File: config.mk
export PLATFORM = sky130hd
export DESIGN_NAME = cosine_similarity_stream_core
export DESIGN_NICKNAME = d
export VERILOG_FILES = /design/src/design/cossim_pkg.sv /design/src/design/cossim_fifo.sv /design/src/design/cossim_front.sv /design/src/design/cossim_back.sv /design/src/design/cosine_similarity_stream_core.sv
export SDC_FILE = /design/constraint.sdc
export NUM_CORES = 2
export LEC_CHECK = 0
export ABC_CLOCK_PERIOD_IN_PS = 53800
export BUFFER_PORTS_ARGS = -buffer_cell sky130_fd_sc_hd__buf_2
export CAP_MARGIN = 30
export CORE_ASPECT_RATIO = 1.25
export CORE_MARGIN = 4
export CORE_UTILIZATION = 69
export CTS_BUF_LIST = sky130_fd_sc_hd__clkbuf_4
export DETAILED_ROUTE_END_ITERATION = 16
export GPL_TIMING_DRIVEN = 0
export PLACE_DENSITY = 0.86
export RECOVER_POWER = 50
export SYNTH_ARGS = -nofsm -noshare
export SYNTH_HDL_FRONTEND = slang
export SYNTH_HIERARCHICAL = 1
export SYNTH_SLANG_ARGS = --single-unit
File: constraint.sdc
create_clock -name clk_i -period 53.8 [get_ports clk_i]
set_clock_uncertainty 0.2 [all_clocks]
set_input_delay 10.76 -clock clk_i [delete_from_list [all_inputs] [get_ports clk_i]]
set_output_delay 10.76 -clock clk_i [all_outputs]
set_load 0.05 [all_outputs]
File: src/design/cossim_pkg.sv
`timescale 1ns / 1ps
// ----------------------------------------------------------------------------
// cossim_pkg
// Shared types and constants for the streaming cosine similarity core.
// ----------------------------------------------------------------------------
package cossim_pkg;

  // Q1.15 output format
  localparam int unsigned COS_W     = 16;
  localparam int unsigned FRAC_BITS = 15;
  localparam int unsigned ELEM_W    = 16;

  // quotient of dot^2 * 2^30 / (|A|^2 |B|^2) never exceeds 2^30
  localparam int unsigned QUO_W      = 2 * FRAC_BITS + 1;
  localparam int unsigned DIV_STEPS  = 2 * FRAC_BITS;
  localparam int unsigned ROOT_W     = COS_W;

  localparam logic [COS_W-1:0] COS_POS_MAX = 16'h7fff;
  localparam logic [COS_W-1:0] COS_NEG_MIN = 16'h8000;

  typedef enum logic [2:0] {
    ST_IDLE,
    ST_MUL,
    ST_DIV0,
    ST_DIV,
    ST_SQRT,
    ST_DONE
  } back_state_e;

endpackage

File: src/design/cossim_fifo.sv
`timescale 1ns / 1ps
// ----------------------------------------------------------------------------
// cossim_fifo
// Two-entry queue between the accumulating front and the arithmetic back.
// ----------------------------------------------------------------------------
module cossim_fifo #(
  parameter int unsigned WIDTH = 8
) (
  input  logic             clk_i,
  input  logic             rst_ni,
  input  logic             push_valid_i,
  output logic             push_ready_o,
  input  logic [WIDTH-1:0] push_data_i,
  output logic             pop_valid_o,
  input  logic             pop_ready_i,
  output logic [WIDTH-1:0] pop_data_o
);
  logic [WIDTH-1:0] mem_q [2];
  logic             wr_ptr_q, wr_ptr_d;
  logic             rd_ptr_q, rd_ptr_d;
  logic [1:0]       cnt_q, cnt_d;
  logic             push, pop;

  assign push_ready_o = (cnt_q != 2'd2);
  assign pop_valid_o  = (cnt_q != 2'd0);
  assign pop_data_o   = mem_q[rd_ptr_q];
  assign push         = push_valid_i && push_ready_o;
  assign pop          = pop_valid_o && pop_ready_i;

  always_comb begin
    wr_ptr_d = push ? ~wr_ptr_q : wr_ptr_q;
    rd_ptr_d = pop ? ~rd_ptr_q : rd_ptr_q;
    cnt_d    = cnt_q;
    if (push && !pop) begin
      cnt_d = cnt_q + 2'd1;
    end else if (pop && !push) begin
      cnt_d = cnt_q - 2'd1;
    end
  end

  always_ff @(posedge clk_i or negedge rst_ni) begin
    if (!rst_ni) begin
      wr_ptr_q <= 1'b0;
      rd_ptr_q <= 1'b0;
      cnt_q    <= 2'd0;
    end else begin
      wr_ptr_q <= wr_ptr_d;
      rd_ptr_q <= rd_ptr_d;
      cnt_q    <= cnt_d;
    end
  end

  always_ff @(posedge clk_i) begin
    if (push) begin
      mem_q[wr_ptr_q] <= push_data_i;
    end
  end

endmodule

File: src/design/cossim_front.sv
`timescale 1ns / 1ps
// ----------------------------------------------------------------------------
// cossim_front
// Accepts element pairs, keeps the dot and norm sums, hands them on at last.
// ----------------------------------------------------------------------------
module cossim_front #(
  parameter int unsigned MAX_LEN      = 128,
  parameter int unsigned SAMPLE_WIDTH = 16,
  parameter int unsigned DOT_W        = 39,
  parameter int unsigned NORM_W       = 38
) (
  input  logic                                clk_i,
  input  logic                                rst_ni,
  input  logic                                in_valid_i,
  output logic                                in_ready_o,
  input  logic [cossim_pkg::ELEM_W-1:0]       elem_a_i,
  input  logic [cossim_pkg::ELEM_W-1:0]       elem_b_i,
  input  logic                                last_i,
  output logic                                push_valid_o,
  input  logic                                push_ready_i,
  output logic [DOT_W+2*NORM_W-1:0]           push_data_o
);
  import cossim_pkg::*;

  localparam int unsigned EXT_W = (SAMPLE_WIDTH > ELEM_W) ? SAMPLE_WIDTH : ELEM_W;
  localparam int unsigned CNT_W = $clog2(MAX_LEN + 1);

  logic [EXT_W-1:0]                a_ext, b_ext;
  logic signed [SAMPLE_WIDTH-1:0]  a_s, b_s;
  logic signed [2*SAMPLE_WIDTH-1:0] pab, paa, pbb;
  logic signed [DOT_W-1:0]         dot_q, dot_d, dot_n;
  logic [NORM_W-1:0]               na_q, na_d, na_n;
  logic [NORM_W-1:0]               nb_q, nb_d, nb_n;
  logic [CNT_W-1:0]                cnt_q, cnt_d;
  logic                            en, acc;

  // only the low SAMPLE_WIDTH bits count, as two's complement
  assign a_ext = EXT_W'(elem_a_i);
  assign b_ext = EXT_W'(elem_b_i);
  assign a_s   = a_ext[SAMPLE_WIDTH-1:0];
  assign b_s   = b_ext[SAMPLE_WIDTH-1:0];
  assign pab   = a_s * b_s;
  assign paa   = a_s * a_s;
  assign pbb   = b_s * b_s;

  assign en    = (cnt_q < CNT_W'(MAX_LEN));
  assign dot_n = en ? dot_q + DOT_W'(pab) : dot_q;
  assign na_n  = en ? na_q + NORM_W'($unsigned(paa)) : na_q;
  assign nb_n  = en ? nb_q + NORM_W'($unsigned(pbb)) : nb_q;

  assign in_ready_o   = push_ready_i;
  assign acc          = in_valid_i && in_ready_o;
  assign push_valid_o = acc && last_i;
  assign push_data_o  = {nb_n, na_n, dot_n};

  always_comb begin
    dot_d = dot_q;
    na_d  = na_q;
    nb_d  = nb_q;
    cnt_d = cnt_q;
    if (acc) begin
      if (last_i) begin
        dot_d = '0;
        na_d  = '0;
        nb_d  = '0;
        cnt_d = '0;
      end else begin
        dot_d = dot_n;
        na_d  = na_n;
        nb_d  = nb_n;
        cnt_d = en ? cnt_q + CNT_W'(1) : cnt_q;
      end
    end
  end

  always_ff @(posedge clk_i or negedge rst_ni) begin
    if (!rst_ni) begin
      dot_q <= '0;
      na_q  <= '0;
      nb_q  <= '0;
      cnt_q <= '0;
    end else begin
      dot_q <= dot_d;
      na_q  <= na_d;
      nb_q  <= nb_d;
      cnt_q <= cnt_d;
    end
  end

endmodule

File: src/design/cossim_back.sv
`timescale 1ns / 1ps
// ----------------------------------------------------------------------------
// cossim_back
// Serial multiply, restoring divide and integer root giving the Q1.15 cosine.
// ----------------------------------------------------------------------------
module cossim_back #(
  parameter int unsigned DOT_W  = 39,
  parameter int unsigned NORM_W = 38
) (
  input  logic                              clk_i,
  input  logic                              rst_ni,
  input  logic                              pop_valid_i,
  output logic                              pop_ready_o,
  input  logic [DOT_W+2*NORM_W-1:0]         pop_data_i,
  output logic                              out_valid_o,
  input  logic                              out_ready_i,
  output logic [cossim_pkg::COS_W-1:0]      out_cos_o,
  output logic                              out_zero_o
);
  import cossim_pkg::*;

  localparam int unsigned WW      = 2 * DOT_W + 1;
  localparam int unsigned CNT_MAX = (DOT_W > DIV_STEPS) ? DOT_W : DIV_STEPS;
  localparam int unsigned CNT_W   = $clog2(CNT_MAX + 1);
  localparam int unsigned BP_W    = $clog2(ROOT_W);
  localparam int unsigned SQ_W    = 2 * ROOT_W;

  back_state_e           st_q, st_d;
  logic [CNT_W-1:0]      cnt_q, cnt_d;
  logic [WW-1:0]         p_q, p_d, m_q, m_d, pa_q, pa_d, ma_q, ma_d;
  logic [NORM_W-1:0]     pb_q, pb_d;
  logic [DOT_W-1:0]      mb_q, mb_d;
  logic [QUO_W-1:0]      quo_q, quo_d;
  logic [ROOT_W-1:0]     root_q, root_d;
  logic                  neg_q, neg_d, zero_q, zero_d;
  logic                  ovld_q, ovld_d, ozero_q, ozero_d;
  logic [COS_W-1:0]      ocos_q, ocos_d;

  logic signed [DOT_W-1:0] in_dot;
  logic [NORM_W-1:0]     in_na, in_nb;
  logic [DOT_W-1:0]      in_mag;
  logic [WW-1:0]         rem2;
  logic                  ge0, ge;
  logic [BP_W-1:0]       bitpos;
  logic [ROOT_W-1:0]     trial;
  logic [SQ_W-1:0]       trial_sq;
  logic [COS_W-1:0]      cos_val;
  logic                  load_out;

  assign in_dot = pop_data_i[DOT_W-1:0];
  assign in_na  = pop_data_i[DOT_W +: NORM_W];
  assign in_nb  = pop_data_i[DOT_W+NORM_W +: NORM_W];
  assign in_mag = in_dot[DOT_W-1] ? DOT_W'(-in_dot) : DOT_W'(in_dot);

  assign ge0      = (m_q >= p_q);
  assign rem2     = {m_q[WW-2:0], 1'b0};
  assign ge       = (rem2 >= p_q);
  assign bitpos   = BP_W'(ROOT_W - 1) - cnt_q[BP_W-1:0];
  assign trial    = root_q | (ROOT_W'(1) << bitpos);
  assign trial_sq = trial * trial;

  // magnitude never exceeds 2^15; the single positive overflow is +1.0
  always_comb begin
    if (zero_q) begin
      cos_val = '0;
    end else if (neg_q) begin
      cos_val = root_q[ROOT_W-1] ? COS_NEG_MIN : COS_W'(-root_q);
    end else begin
      cos_val = root_q[ROOT_W-1] ? COS_POS_MAX : COS_W'(root_q);
    end
  end

  assign pop_ready_o = (st_q == ST_IDLE);
  assign load_out    = (st_q == ST_DONE) && (!ovld_q || out_ready_i);

  always_comb begin
    st_d   = st_q;
    cnt_d  = cnt_q;
    p_d    = p_q;
    m_d    = m_q;
    pa_d   = pa_q;
    pb_d   = pb_q;
    ma_d   = ma_q;
    mb_d   = mb_q;
    quo_d  = quo_q;
    root_d = root_q;
    neg_d  = neg_q;
    zero_d = zero_q;
    case (st_q)
      ST_IDLE: begin
        if (pop_valid_i) begin
          neg_d  = in_dot[DOT_W-1];
          root_d = '0;
          cnt_d  = '0;
          if (in_na == '0 || in_nb == '0) begin
            zero_d = 1'b1;
            st_d   = ST_DONE;
          end else begin
            zero_d = 1'b0;
            p_d    = '0;
            m_d    = '0;
            pa_d   = WW'(in_na);
            pb_d   = in_nb;
            ma_d   = WW'(in_mag);
            mb_d   = in_mag;
            st_d   = ST_MUL;
          end
        end
      end
      ST_MUL: begin
        if (pb_q[0]) p_d = p_q + pa_q;
        if (mb_q[0]) m_d = m_q + ma_q;
        pa_d  = {pa_q[WW-2:0], 1'b0};
        ma_d  = {ma_q[WW-2:0], 1'b0};
        pb_d  = pb_q >> 1;
        mb_d  = mb_q >> 1;
        cnt_d = cnt_q + CNT_W'(1);
        if (cnt_q == CNT_W'(DOT_W - 1)) begin
          st_d = ST_DIV0;
        end
      end
      ST_DIV0: begin
        // integer part of dot^2 / (|A|^2 |B|^2) is 0 or 1
        m_d   = ge0 ? m_q - p_q : m_q;
        quo_d = QUO_W'(ge0);
        cnt_d = '0;
        st_d  = ST_DIV;
      end
      ST_DIV: begin
        m_d   = ge ? rem2 - p_q : rem2;
        quo_d = {quo_q[QUO_W-2:0], ge};
        cnt_d = cnt_q + CNT_W'(1);
        if (cnt_q == CNT_W'(DIV_STEPS - 1)) begin
          cnt_d = '0;
          st_d  = ST_SQRT;
        end
      end
      ST_SQRT: begin
        if (trial_sq <= SQ_W'(quo_q)) root_d = trial;
        cnt_d = cnt_q + CNT_W'(1);
        if (cnt_q == CNT_W'(ROOT_W - 1)) begin
          st_d = ST_DONE;
        end
      end
      ST_DONE: begin
        if (load_out) st_d = ST_IDLE;
      end
      default: begin
        st_d = ST_IDLE;
      end
    endcase
  end

  always_comb begin
    ovld_d  = ovld_q;
    ocos_d  = ocos_q;
    ozero_d = ozero_q;
    if (load_out) begin
      ovld_d  = 1'b1;
      ocos_d  = cos_val;
      ozero_d = zero_q;
    end else if (out_ready_i) begin
      ovld_d = 1'b0;
    end
  end

  always_ff @(posedge clk_i or negedge rst_ni) begin
    if (!rst_ni) begin
      st_q   <= ST_IDLE;
      cnt_q  <= '0;
      ovld_q <= 1'b0;
    end else begin
      st_q   <= st_d;
      cnt_q  <= cnt_d;
      ovld_q <= ovld_d;
    end
  end

  always_ff @(posedge clk_i) begin
    p_q     <= p_d;
    m_q     <= m_d;
    pa_q    <= pa_d;
    pb_q    <= pb_d;
    ma_q    <= ma_d;
    mb_q    <= mb_d;
    quo_q   <= quo_d;
    root_q  <= root_d;
    neg_q   <= neg_d;
    zero_q  <= zero_d;
    ocos_q  <= ocos_d;
    ozero_q <= ozero_d;
  end

  assign out_valid_o = ovld_q;
  assign out_cos_o   = ocos_q;
  assign out_zero_o  = ozero_q;

endmodule

File: src/design/cosine_similarity_stream_core.sv
`timescale 1ns / 1ps
// Throughput: one element word per cycle at the input while the queue has room.
// Each finished set of sums passes through the bit-serial multiplier, restoring
// divider and root unit in the back part.
// The input stalls once the two-entry queue fills; the back takes one set at a time.
// Reset (rst_ni low, asynchronous) clears all sums, the queue and the output valid.
// ----------------------------------------------------------------------------
// cosine_similarity_stream_core
// Streaming cosine similarity of two integer vectors, result in Q1.15.
// ----------------------------------------------------------------------------
module cosine_similarity_stream_core #(
  parameter int unsigned MAX_LEN      = 128,
  parameter int unsigned SAMPLE_WIDTH = 16
) (
  input  logic        clk_i,
  input  logic        rst_ni,
  input  logic        s_axis_tvalid_i,
  output logic        s_axis_tready_o,
  input  logic [31:0] s_axis_tdata_i,   // [15:0] elem_a, [31:16] elem_b
  input  logic        s_axis_tlast_i,   // last_element
  output logic        m_axis_tvalid_o,
  input  logic        m_axis_tready_i,
  output logic [15:0] m_axis_tdata_o,   // [15:0] cosine
  output logic        m_axis_tuser_o    // [0] zero_norm
);
  import cossim_pkg::*;

  // Sum widths: a product of two samples needs 2*SW bits signed; MAX_LEN of
  // them add clog2(MAX_LEN) bits. Squares are never negative, one bit less.
  localparam int unsigned DOT_W  = 2 * SAMPLE_WIDTH + $clog2(MAX_LEN);
  localparam int unsigned NORM_W = 2 * SAMPLE_WIDTH + $clog2(MAX_LEN) - 1;
  localparam int unsigned Q_W    = DOT_W + 2 * NORM_W;

  logic           q_push_valid, q_push_ready;
  logic [Q_W-1:0] q_push_data;
  logic           q_pop_valid, q_pop_ready;
  logic [Q_W-1:0] q_pop_data;

  // Front: one word a cycle into the sums while the queue has room. On the last
  // word the finished sums (this word included) go into the queue; sums clear.
  cossim_front #(
    .MAX_LEN      (MAX_LEN),
    .SAMPLE_WIDTH (SAMPLE_WIDTH),
    .DOT_W        (DOT_W),
    .NORM_W       (NORM_W)
  ) u_front (
    .clk_i        (clk_i),
    .rst_ni       (rst_ni),
    .in_valid_i   (s_axis_tvalid_i),
    .in_ready_o   (s_axis_tready_o),
    .elem_a_i     (s_axis_tdata_i[15:0]),
    .elem_b_i     (s_axis_tdata_i[31:16]),
    .last_i       (s_axis_tlast_i),
    .push_valid_o (q_push_valid),
    .push_ready_i (q_push_ready),
    .push_data_o  (q_push_data)
  );

  // Two sets of sums may wait while the back part is busy.
  cossim_fifo #(
    .WIDTH (Q_W)
  ) u_fifo (
    .clk_i        (clk_i),
    .rst_ni       (rst_ni),
    .push_valid_i (q_push_valid),
    .push_ready_o (q_push_ready),
    .push_data_i  (q_push_data),
    .pop_valid_o  (q_pop_valid),
    .pop_ready_i  (q_pop_ready),
    .pop_data_o   (q_pop_data)
  );

  // Back: |A|^2|B|^2 and dot^2 by shift-and-add, then dot^2*2^30 divided
  // by the norm product, then the integer root of that quotient. The output
  // word register frees the back part once the result is loaded into it.
  cossim_back #(
    .DOT_W  (DOT_W),
    .NORM_W (NORM_W)
  ) u_back (
    .clk_i       (clk_i),
    .rst_ni      (rst_ni),
    .pop_valid_i (q_pop_valid),
    .pop_ready_o (q_pop_ready),
    .pop_data_i  (q_pop_data),
    .out_valid_o (m_axis_tvalid_o),
    .out_ready_i (m_axis_tready_i),
    .out_cos_o   (m_axis_tdata_o),
    .out_zero_o  (m_axis_tuser_o)
  );

  // A vector pair with a zero norm always reports a cosine of zero.
  a_zero_cos : assert property (@(posedge clk_i) disable iff (!rst_ni)
    (m_axis_tvalid_o && m_axis_tuser_o) |-> (m_axis_tdata_o == '0))
    else $error("zero_norm word carries non-zero cosine");

  // Every accepted last word hands its sums to the queue in the same cycle.
  a_last_push : assert property (@(posedge clk_i) disable iff (!rst_ni)
    (s_axis_tvalid_i && s_axis_tready_o && s_axis_tlast_i) |-> q_push_valid)
    else $error("last word did not reach the queue");

  // The queue is never written while full.
  a_no_overflow : assert property (@(posedge clk_i) disable iff (!rst_ni)
    q_push_valid |-> q_push_ready)
    else $error("queue push while full");

endmodule

# ---- After elaboration in Yosys (flattened, before gate mapping)
# Memories as Yosys holds them, arrays and structs flattened.
# Index checks and enable logic that the tools add are counted.
dict set report word_totals {
  mem_bits_rw 230
  memories 1
  out_inout_bits 19
  elab_cells 154
  latchBits 0
  romBits 0
  in_bits 37
  regBits 596
}
# name words width read_ports rd_ports_with_merged_regs write_ports line_no
set memory_table {}
lappend memory_table {u_fifo.mem_q 2 115 1 0 1 cossim_fifo.sv:18} ;# logic [WIDTH-1:0] mem_q [2];
dict set report classes {
  magnitude_cmp 4
  n_shift 1
  n_reduce_logical 33
  n_mux 53
  n_addsub 14
  div_mod_pow 0
  multipliers 4
  n_eq_ne 19
  bitwise 3
}
# cell n
set ops {}
lappend ops {{$mux 79} 10}
lappend ops {{$pmux 79 s2} 3}
lappend ops {{$pmux 79 s4} 1}
lappend ops {{$mux 38} 6}
lappend ops {{$mux 39} 5}
lappend ops {{$add 79x79->79} 2}
lappend ops {{$ge 79x79->1} 2}
lappend ops {{$sub 79x79->79} 2}
lappend ops {{$mul 16x16->32} 4}
lappend ops {{$pmux 39 s2} 1}
lappend ops {{$add 38x32->38} 2}
lappend ops {{$logic_not 38->1} 2}
lappend ops {{$pmux 38 s2} 1}
lappend ops {{$mux 16} 4}
lappend ops {{$pmux 31 s2} 1}
lappend ops {{$add 39x32->39} 1}
lappend ops {{$neg 39->39} 1}
lappend ops {{$le 32x31->1} 1}
lappend ops {{$pmux 16 s2} 1}
lappend ops {{$pmux 6 s4} 1}
lappend ops {{$mux 3} 6}
lappend ops {{$ne 2x1->1 const B} 9}
lappend ops {{$pmux 3 s6} 1}
lappend ops {{$mux 8} 2}
lappend ops {{32 further kinds} 62}

# ---- Longest topological paths before layout
dict set report logic_depth {
  ltp_word 8
  ltp_mapped 42
  ltp_nobuf 42
}

# ---- Modules after synthesis
# The synthesis kept the hierarchy.
# mod area_per_inst_um2 seq_area_each_um2 cells_each instances
set modules_own_cells {}
lappend modules_own_cells {cossim_back 46647.2 14033.5 5375 1}
lappend modules_own_cells {cossim_front 38745.9 3078.0 4321 1}
lappend modules_own_cells {cossim_fifo 8648.3 7006.7 376 1}

# ---- Worst setup path after synthesis
# OpenSTA, ideal clock, no wires.
dict set report synth_timing {
  path_type {input -> register}
  startpoint {in s_axis_tdata_i[19]}
  endpoint {reg u_front.nb_q[34]}
  stages 31
  setup_time_ns 0.126
  required_ns 53.474
  slack_ns 35.124
  path_buffers 2
  arrival_ns 18.350
  cell_sequence {clkbuf_1 -> clkbuf_1 -> nand2_1 -> fa_1 -> inv_1 -> fa_1 -> ha_1 -> inv_1 -> fa_1 -> fa_1 -> inv_1 -> fa_1 -> ha_1 -> o21ai_0 -> a21oi_1 -> nand3_1 -> o21ai_0 -> a41oi_1 -> o311ai_0 -> a21oi_1 -> o21ai_0 -> a21oi_1 -> xnor2_1 -> ha_1 -> nor2b_1 -> or4_1 -> o221a_2 -> o41a_1 -> a31o_2 -> and3_1 -> a311o_1}
}
dict set report synth_via {
  elab_chain_len 4
}
# item line_no
set synth_lines {}
lappend synth_lines {{start, declared} cosine_similarity_stream_core.sv:19} ;# input logic [31:0] s_axis_tdata_i,
lappend synth_lines {{$mul 16x16->32} cossim_front.sv:44} ;# assign pbb = b_s * b_s;
lappend synth_lines {{$add 38x32->38} cossim_front.sv:49} ;# assign nb_n = en ? nb_q + NORM_W'($unsigned(pbb)) : nb_q;
lappend synth_lines {{$mux 38} cossim_front.sv:49}
lappend synth_lines {{$mux 38} cossim_front.sv:62} ;# if (last_i) begin
lappend synth_lines {{end signal, assigned} cossim_front.sv:85} ;# nb_q <= nb_d;
lappend synth_lines {{end, declared} cossim_front.sv:33} ;# logic [NORM_W-1:0] nb_q, nb_d, nb_n;
# No other way between the ends.
# A chain may end at the register's enable or synchronous reset.

# ---- Final worst setup path
dict set report layout_timing {
  startpoint {in s_axis_tdata_i[3]}
  endpoint {mem u_fifo/mem_q[1][76] (netlist bit) (data pin)}
}
dict set report layout_via {
  elab_chain_len 3
}
# item line_no
set layout_lines {}
lappend layout_lines {{$mul 16x16->32} cossim_front.sv:43} ;# assign paa = a_s * a_s;
lappend layout_lines {{$add 38x32->38} cossim_front.sv:48} ;# assign na_n = en ? na_q + NORM_W'($unsigned(paa)) : na_q;
lappend layout_lines {{$mux 38} cossim_front.sv:48}
lappend layout_lines {{net q_push_data[76]} cosine_similarity_stream_core.sv:35} ;# logic [Q_W-1:0] q_push_data;
lappend layout_lines {{end, declared} cossim_fifo.sv:18}
# The timed path passes the listed nets, and every way through them passes these cells.

==> out/qor.txt <==
GLOBAL ROUTING
------------------------------------------------------------------------------------------------------
Initial antenna violation count                                                                      7
All-layer global routing usage                                                                   41.1%
Maximum number of pins on one net before global-route repair                                        78
Global-route wire length before repair                                                          450 mm
Via count of the first global-routing pass                                                       80600
GR Overflow Total                                                                                    0

TIMING
------------------------------------------------------------------------------------------------------
Highest achievable clock rate                                                               0.0484 GHz
Setup repair after global routing missed its margin                                              false
Final number of hold-violating endpoints                                                             0
Final setup violating endpoints                                                                      0
Slew Viols, Final                                                                                   36
Minimum period implied by the final worst setup slack                                         20650 ps
Transition time of the tightest slew-check pin                                                 2200 ps
Relative max-transition margin                                                                  -46.9%
Post-route fraction of the period consumed by the critical path                                  38.4%
Total negative slack for setup checks                                                             0 ps

FLOORPLAN
------------------------------------------------------------------------------------------------------
Die height                                                                                      421 um
Core area                                                                                    0.135 mm2
Full die area                                                                                0.142 mm2
Initial Util                                                                                     69.4%
Number of top-level pins                                                                            56
Die Width                                                                                       338 um
Standard-cell row count                                                                            151

FINISH
------------------------------------------------------------------------------------------------------
Filler-free cell count of the finished design                                                    12300
Post-Route Utilization                                                                           73.6%
Post-layout net count                                                                            12200
Final non-filler cell area                                                                  0.0997 mm2
Share of layout cells above drive strength 1                                                     5.58%
Synthesis-to-layout area growth                                                                  6.01%

YOSYS
------------------------------------------------------------------------------------------------------
Avg Cell Area, Syn                                                                            9.34 um2
Synth warn                                                                                           6
Number of cells produced by synthesis                                                            10100
Cell accounting for the most synthesized area                                             sky130_fd_sc_hd__edfxtp_1
Library cells used by synthesis                                                                    104
Net count of the mapped netlist                                                                  11900
Top area cells in the synthesized netlist                                                 sky130_fd_sc_hd__edfxtp_1 22%, sky130_fd_sc_hd__fa_1 21%, sky130_fd_sc_hd__ha_1 11%
Post-synthesis sequential area ratio                                                             25.6%
Count of state elements after synthesis                                                            826
Fraction of post-synthesis cell area in the top cell type by area                                22.0%
Synthesized area                                                                            0.0940 mm2
Number of enable flip-flop cells after synthesis                                                   689
Primary FF master, synth                                                                  sky130_fd_sc_hd__edfxtp_1
Async set-reset flop share out of synthesis                                                      16.6%

PLACEMENT
------------------------------------------------------------------------------------------------------
Placed Instances                                                                                 11900
Estimated wirelength of the detail-placed design                                                237 mm
Final GP Congestion                                                                               1.10
Placed cell area                                                                            0.0974 mm2
Number of port buffers                                                                              44

ROUTING
------------------------------------------------------------------------------------------------------
Via density                                                                                       6.38
Routed Wire Length                                                                              293 mm
DRT iter0 DRCs                                                                                    7470
Routed wire length per instance                                                                23.8 um
TritonRoute pass-1 iters                                                                             9
DRC violations left                                                                                  0
Routed Antenna Nets                                                                                  0
Detailed-route via count                                                                         78500

SETUP PATH
------------------------------------------------------------------------------------------------------
Critical path class                                                                       input pin to register
Req. time, crit path                                                                          54520 ps
Reg-to-Reg End                                                                            u_back/root_q[0]$_SDFFCE_PN0P_
Category of the worst setup path capture point                                                register
Slowest cell on crit path                                                                 sky130_fd_sc_hd__clkinv_1
CP arrival                                                                                    21370 ps
Largest delay contributor family on the critical path                                      adder cells
Most frequent cell on the critical path                                                   sky130_fd_sc_hd__fa_1
Worst reg2reg path depth                                                                            41
CP peak stage delay                                                                             870 ps
Max FO, Critical Path                                                                                9
R2R Setup Slk                                                                                 40980 ps
Worst r2r src                                                                             u_back/cnt_q[0]$_DFFE_PN0P_
Worst path buffer plus inverter count                                                                5
Kind of start point of the critical path                                                     input pin

CTS
------------------------------------------------------------------------------------------------------
Clock latency on the worst-skew pair                                                           1210 ps
Setup repair bufs after CTS                                                                          0
Clock transition at the register clock pins on the worst setup and hold paths after CTS          70 ps
TritonCTS Buffers                                                                                  196
Clk buf depth                                                                                        3
Number of buffers added to fix hold violations after cts                                             0
Number of H-tree levels                                                                              4
CTS sink count                                                                                     826
Number of gates given a new drive strength after cts                                                 0
Root cell of the clock tree                                                               sky130_fd_sc_hd__clkbuf_4
CTS tree                                                                                          done

MIN PATH
------------------------------------------------------------------------------------------------------
Worst hold path startpoint                                                                u_back/pa_q[18]$_DFFE_PP_
Worst hold path cell count                                                                           2
Worst hold endpoint                                                                       u_back/pa_q[19]$_DFFE_PP_
Hold crit path type                                                                       register to register

RUN STATUS
------------------------------------------------------------------------------------------------------
Result of the run                                                                         finished with violations
Violated checks                                                                           capacitance limit, slew limit

FLOW RUN
------------------------------------------------------------------------------------------------------
Max-capacitance violation count                                                                      2

[registers in the layout (all words and copies together), names as in the netlist, 31 cells and up]
| register | cells |
|---|---|
| u_back/mb_q | 39 |
| u_back/pb_q | 38 |
| u_back/ma_q | 79 |
| u_front/nb_q | 38 |
| u_fifo/mem_q | 230 |
| u_back/m_q | 79 |
| u_front/na_q | 38 |
| u_front/dot_q | 39 |
| u_back/pa_q | 79 |
| u_back/quo_q | 31 |
| u_back/p_q | 79 |
[cells by family after synthesis]
group           count (synthesis)  share of synthesized area, %
fa+ha+maj                    1765                          31.2
mux                           175                          2.20
buf+inv                      1851                          7.48
flops                         826                          25.6
compound gates               2160                          14.8
xor+xnor                      567                          5.28
simple gates                 2728                          13.4
[placed cells by master (no fill, tap or decap), types with 194 or more instances in the layout]
cell type / netlist / layout
sky130_fd_sc_hd__fa_1: 966 / 966
sky130_fd_sc_hd__inv_1: 1388 / 1388
sky130_fd_sc_hd__and2_1: 254 / 194
sky130_fd_sc_hd__clkbuf_1: 404 / 464
sky130_fd_sc_hd__xnor2_1: 351 / 351
sky130_fd_sc_hd__a21o_1: 265 / 265
sky130_fd_sc_hd__nand2_1: 1153 / 1154
sky130_fd_sc_hd__clkbuf_4: 0 / 265
sky130_fd_sc_hd__ha_1: 798 / 798
sky130_fd_sc_hd__edfxtp_1: 689 / 689
sky130_fd_sc_hd__o21ai_0: 508 / 510
sky130_fd_sc_hd__nor2_1: 574 / 574
sky130_fd_sc_hd__a21oi_1: 588 / 588
sky130_fd_sc_hd__xor2_1: 216 / 216
[synth_stat cells, types with 14 or more instances]
| cell | count |
|---|---|
| sky130_fd_sc_hd__a221oi_1 | 21 |
| sky130_fd_sc_hd__or2_2 | 23 |
| sky130_fd_sc_hd__o21bai_1 | 78 |
| sky130_fd_sc_hd__xnor2_1 | 351 |
| sky130_fd_sc_hd__buf_1 | 16 |
| sky130_fd_sc_hd__a22o_1 | 67 |
| sky130_fd_sc_hd__o211ai_1 | 52 |
| sky130_fd_sc_hd__a31oi_1 | 55 |
| sky130_fd_sc_hd__a21boi_0 | 15 |
| sky130_fd_sc_hd__clkinv_1 | 14 |
| sky130_fd_sc_hd__o31ai_1 | 36 |
| sky130_fd_sc_hd__nor3_1 | 111 |
| sky130_fd_sc_hd__a22oi_1 | 42 |
| sky130_fd_sc_hd__nor2b_1 | 78 |
| sky130_fd_sc_hd__nand2_1 | 1153 |
| sky130_fd_sc_hd__buf_2 | 18 |
| sky130_fd_sc_hd__nor4_1 | 48 |
| sky130_fd_sc_hd__o21a_1 | 141 |
| sky130_fd_sc_hd__or4_1 | 21 |
| sky130_fd_sc_hd__a41oi_1 | 18 |
| sky130_fd_sc_hd__mux2_2 | 94 |
| sky130_fd_sc_hd__nand3_1 | 102 |
| sky130_fd_sc_hd__a31o_2 | 17 |
| sky130_fd_sc_hd__a21o_1 | 265 |
| sky130_fd_sc_hd__o21ai_0 | 508 |
| sky130_fd_sc_hd__ha_1 | 798 |
| sky130_fd_sc_hd__o221ai_1 | 44 |
| sky130_fd_sc_hd__nand2b_1 | 83 |
| sky130_fd_sc_hd__or3_1 | 39 |
| sky130_fd_sc_hd__xor2_1 | 216 |
| sky130_fd_sc_hd__and2_1 | 254 |
| sky130_fd_sc_hd__nand4_1 | 137 |
| sky130_fd_sc_hd__a21oi_1 | 588 |
| sky130_fd_sc_hd__mux2_4 | 40 |
| sky130_fd_sc_hd__a211oi_1 | 46 |
| sky130_fd_sc_hd__a211o_1 | 14 |
| sky130_fd_sc_hd__dfrtp_1 | 137 |
| sky130_fd_sc_hd__fa_1 | 966 |
| sky130_fd_sc_hd__clkbuf_1 | 404 |
| sky130_fd_sc_hd__nor2_1 | 574 |
| sky130_fd_sc_hd__edfxtp_1 | 689 |
| sky130_fd_sc_hd__and3_1 | 45 |
| sky130_fd_sc_hd__inv_1 | 1388 |
| sky130_fd_sc_hd__mux2i_1 | 41 |
[worst reg2reg max path, delay by kind of cell (launching register included)]
kind | cells | cell delay, ps
buf+inv | 10 | 1500
compound gates | 16 | 5320
flops | 1 | 430
fa+ha+maj | 9 | 3940
xor+xnor | 1 | 200
simple gates | 5 | 950
[worst max path at each step]
stage | endpoint | slack, ps | cells after the start | from
global route | u_fifo/mem_q[0][76]$_DFFE_PP_ | 33130 | 29 | s_axis_tdata_i[3]
detailed placement | u_fifo/mem_q[0][76]$_DFFE_PP_ | 32300 | 29 | s_axis_tdata_i[3]
global placement | u_back/pa_q[2]$_DFFE_PP_ | 27720 | 10 | u_fifo/rd_ptr_q$_DFFE_PN0P_
finish | u_fifo/mem_q[1][76]$_DFFE_PP_ | 33150 | 29 | s_axis_tdata_i[3]
floorplan | u_front/nb_q[34]$_DFFE_PN0P_ | 35120 | 31 | s_axis_tdata_i[19]
CTS | u_fifo/mem_q[0][76]$_DFFE_PP_ | 33600 | 29 | s_axis_tdata_i[3]
[cell type report]
type                            count  area (um2)
Antenna cell                        8        20.0
Buffer                            448        1750
Clock buffer                      265        1990
Clock inverter                     92         732
Fill cell                        9810       35800
Inverter                         1403        5270
Multi-Input combinational cell   7395       62800
Sequential cell                   826       24100
Tap cell                         1759        2200
Timing Repair Buffer              115         807
[routing by layer]
metal | part of all wire [%] | global-route usage [%] | routed length [um]
met1 | 34 | 44.9 | 98400
met2 | 47 | 69.5 | 139000
met3 | 7.9 | 6.80 | 23200
met4 | 11 | 37.1 | 32700
met5 | 0.017 | 0 | 51
[per-stage QoR]
| step | worst slack (ps) | hold WS, ps |
|---|---|---|
| final | 33150 | 309 |
| after CTS | 33600 | 307 |
| after detailed placement | 32300 | 298 |
| after global placement | 27720 | 270 |
| after floorplan | 35120 | 224 |
| after global routing | 33130 | 324 |
Power is left out: the tool's default activity adds up to more than one toggle a clock period on the data nets, which glitch-free logic cannot reach.
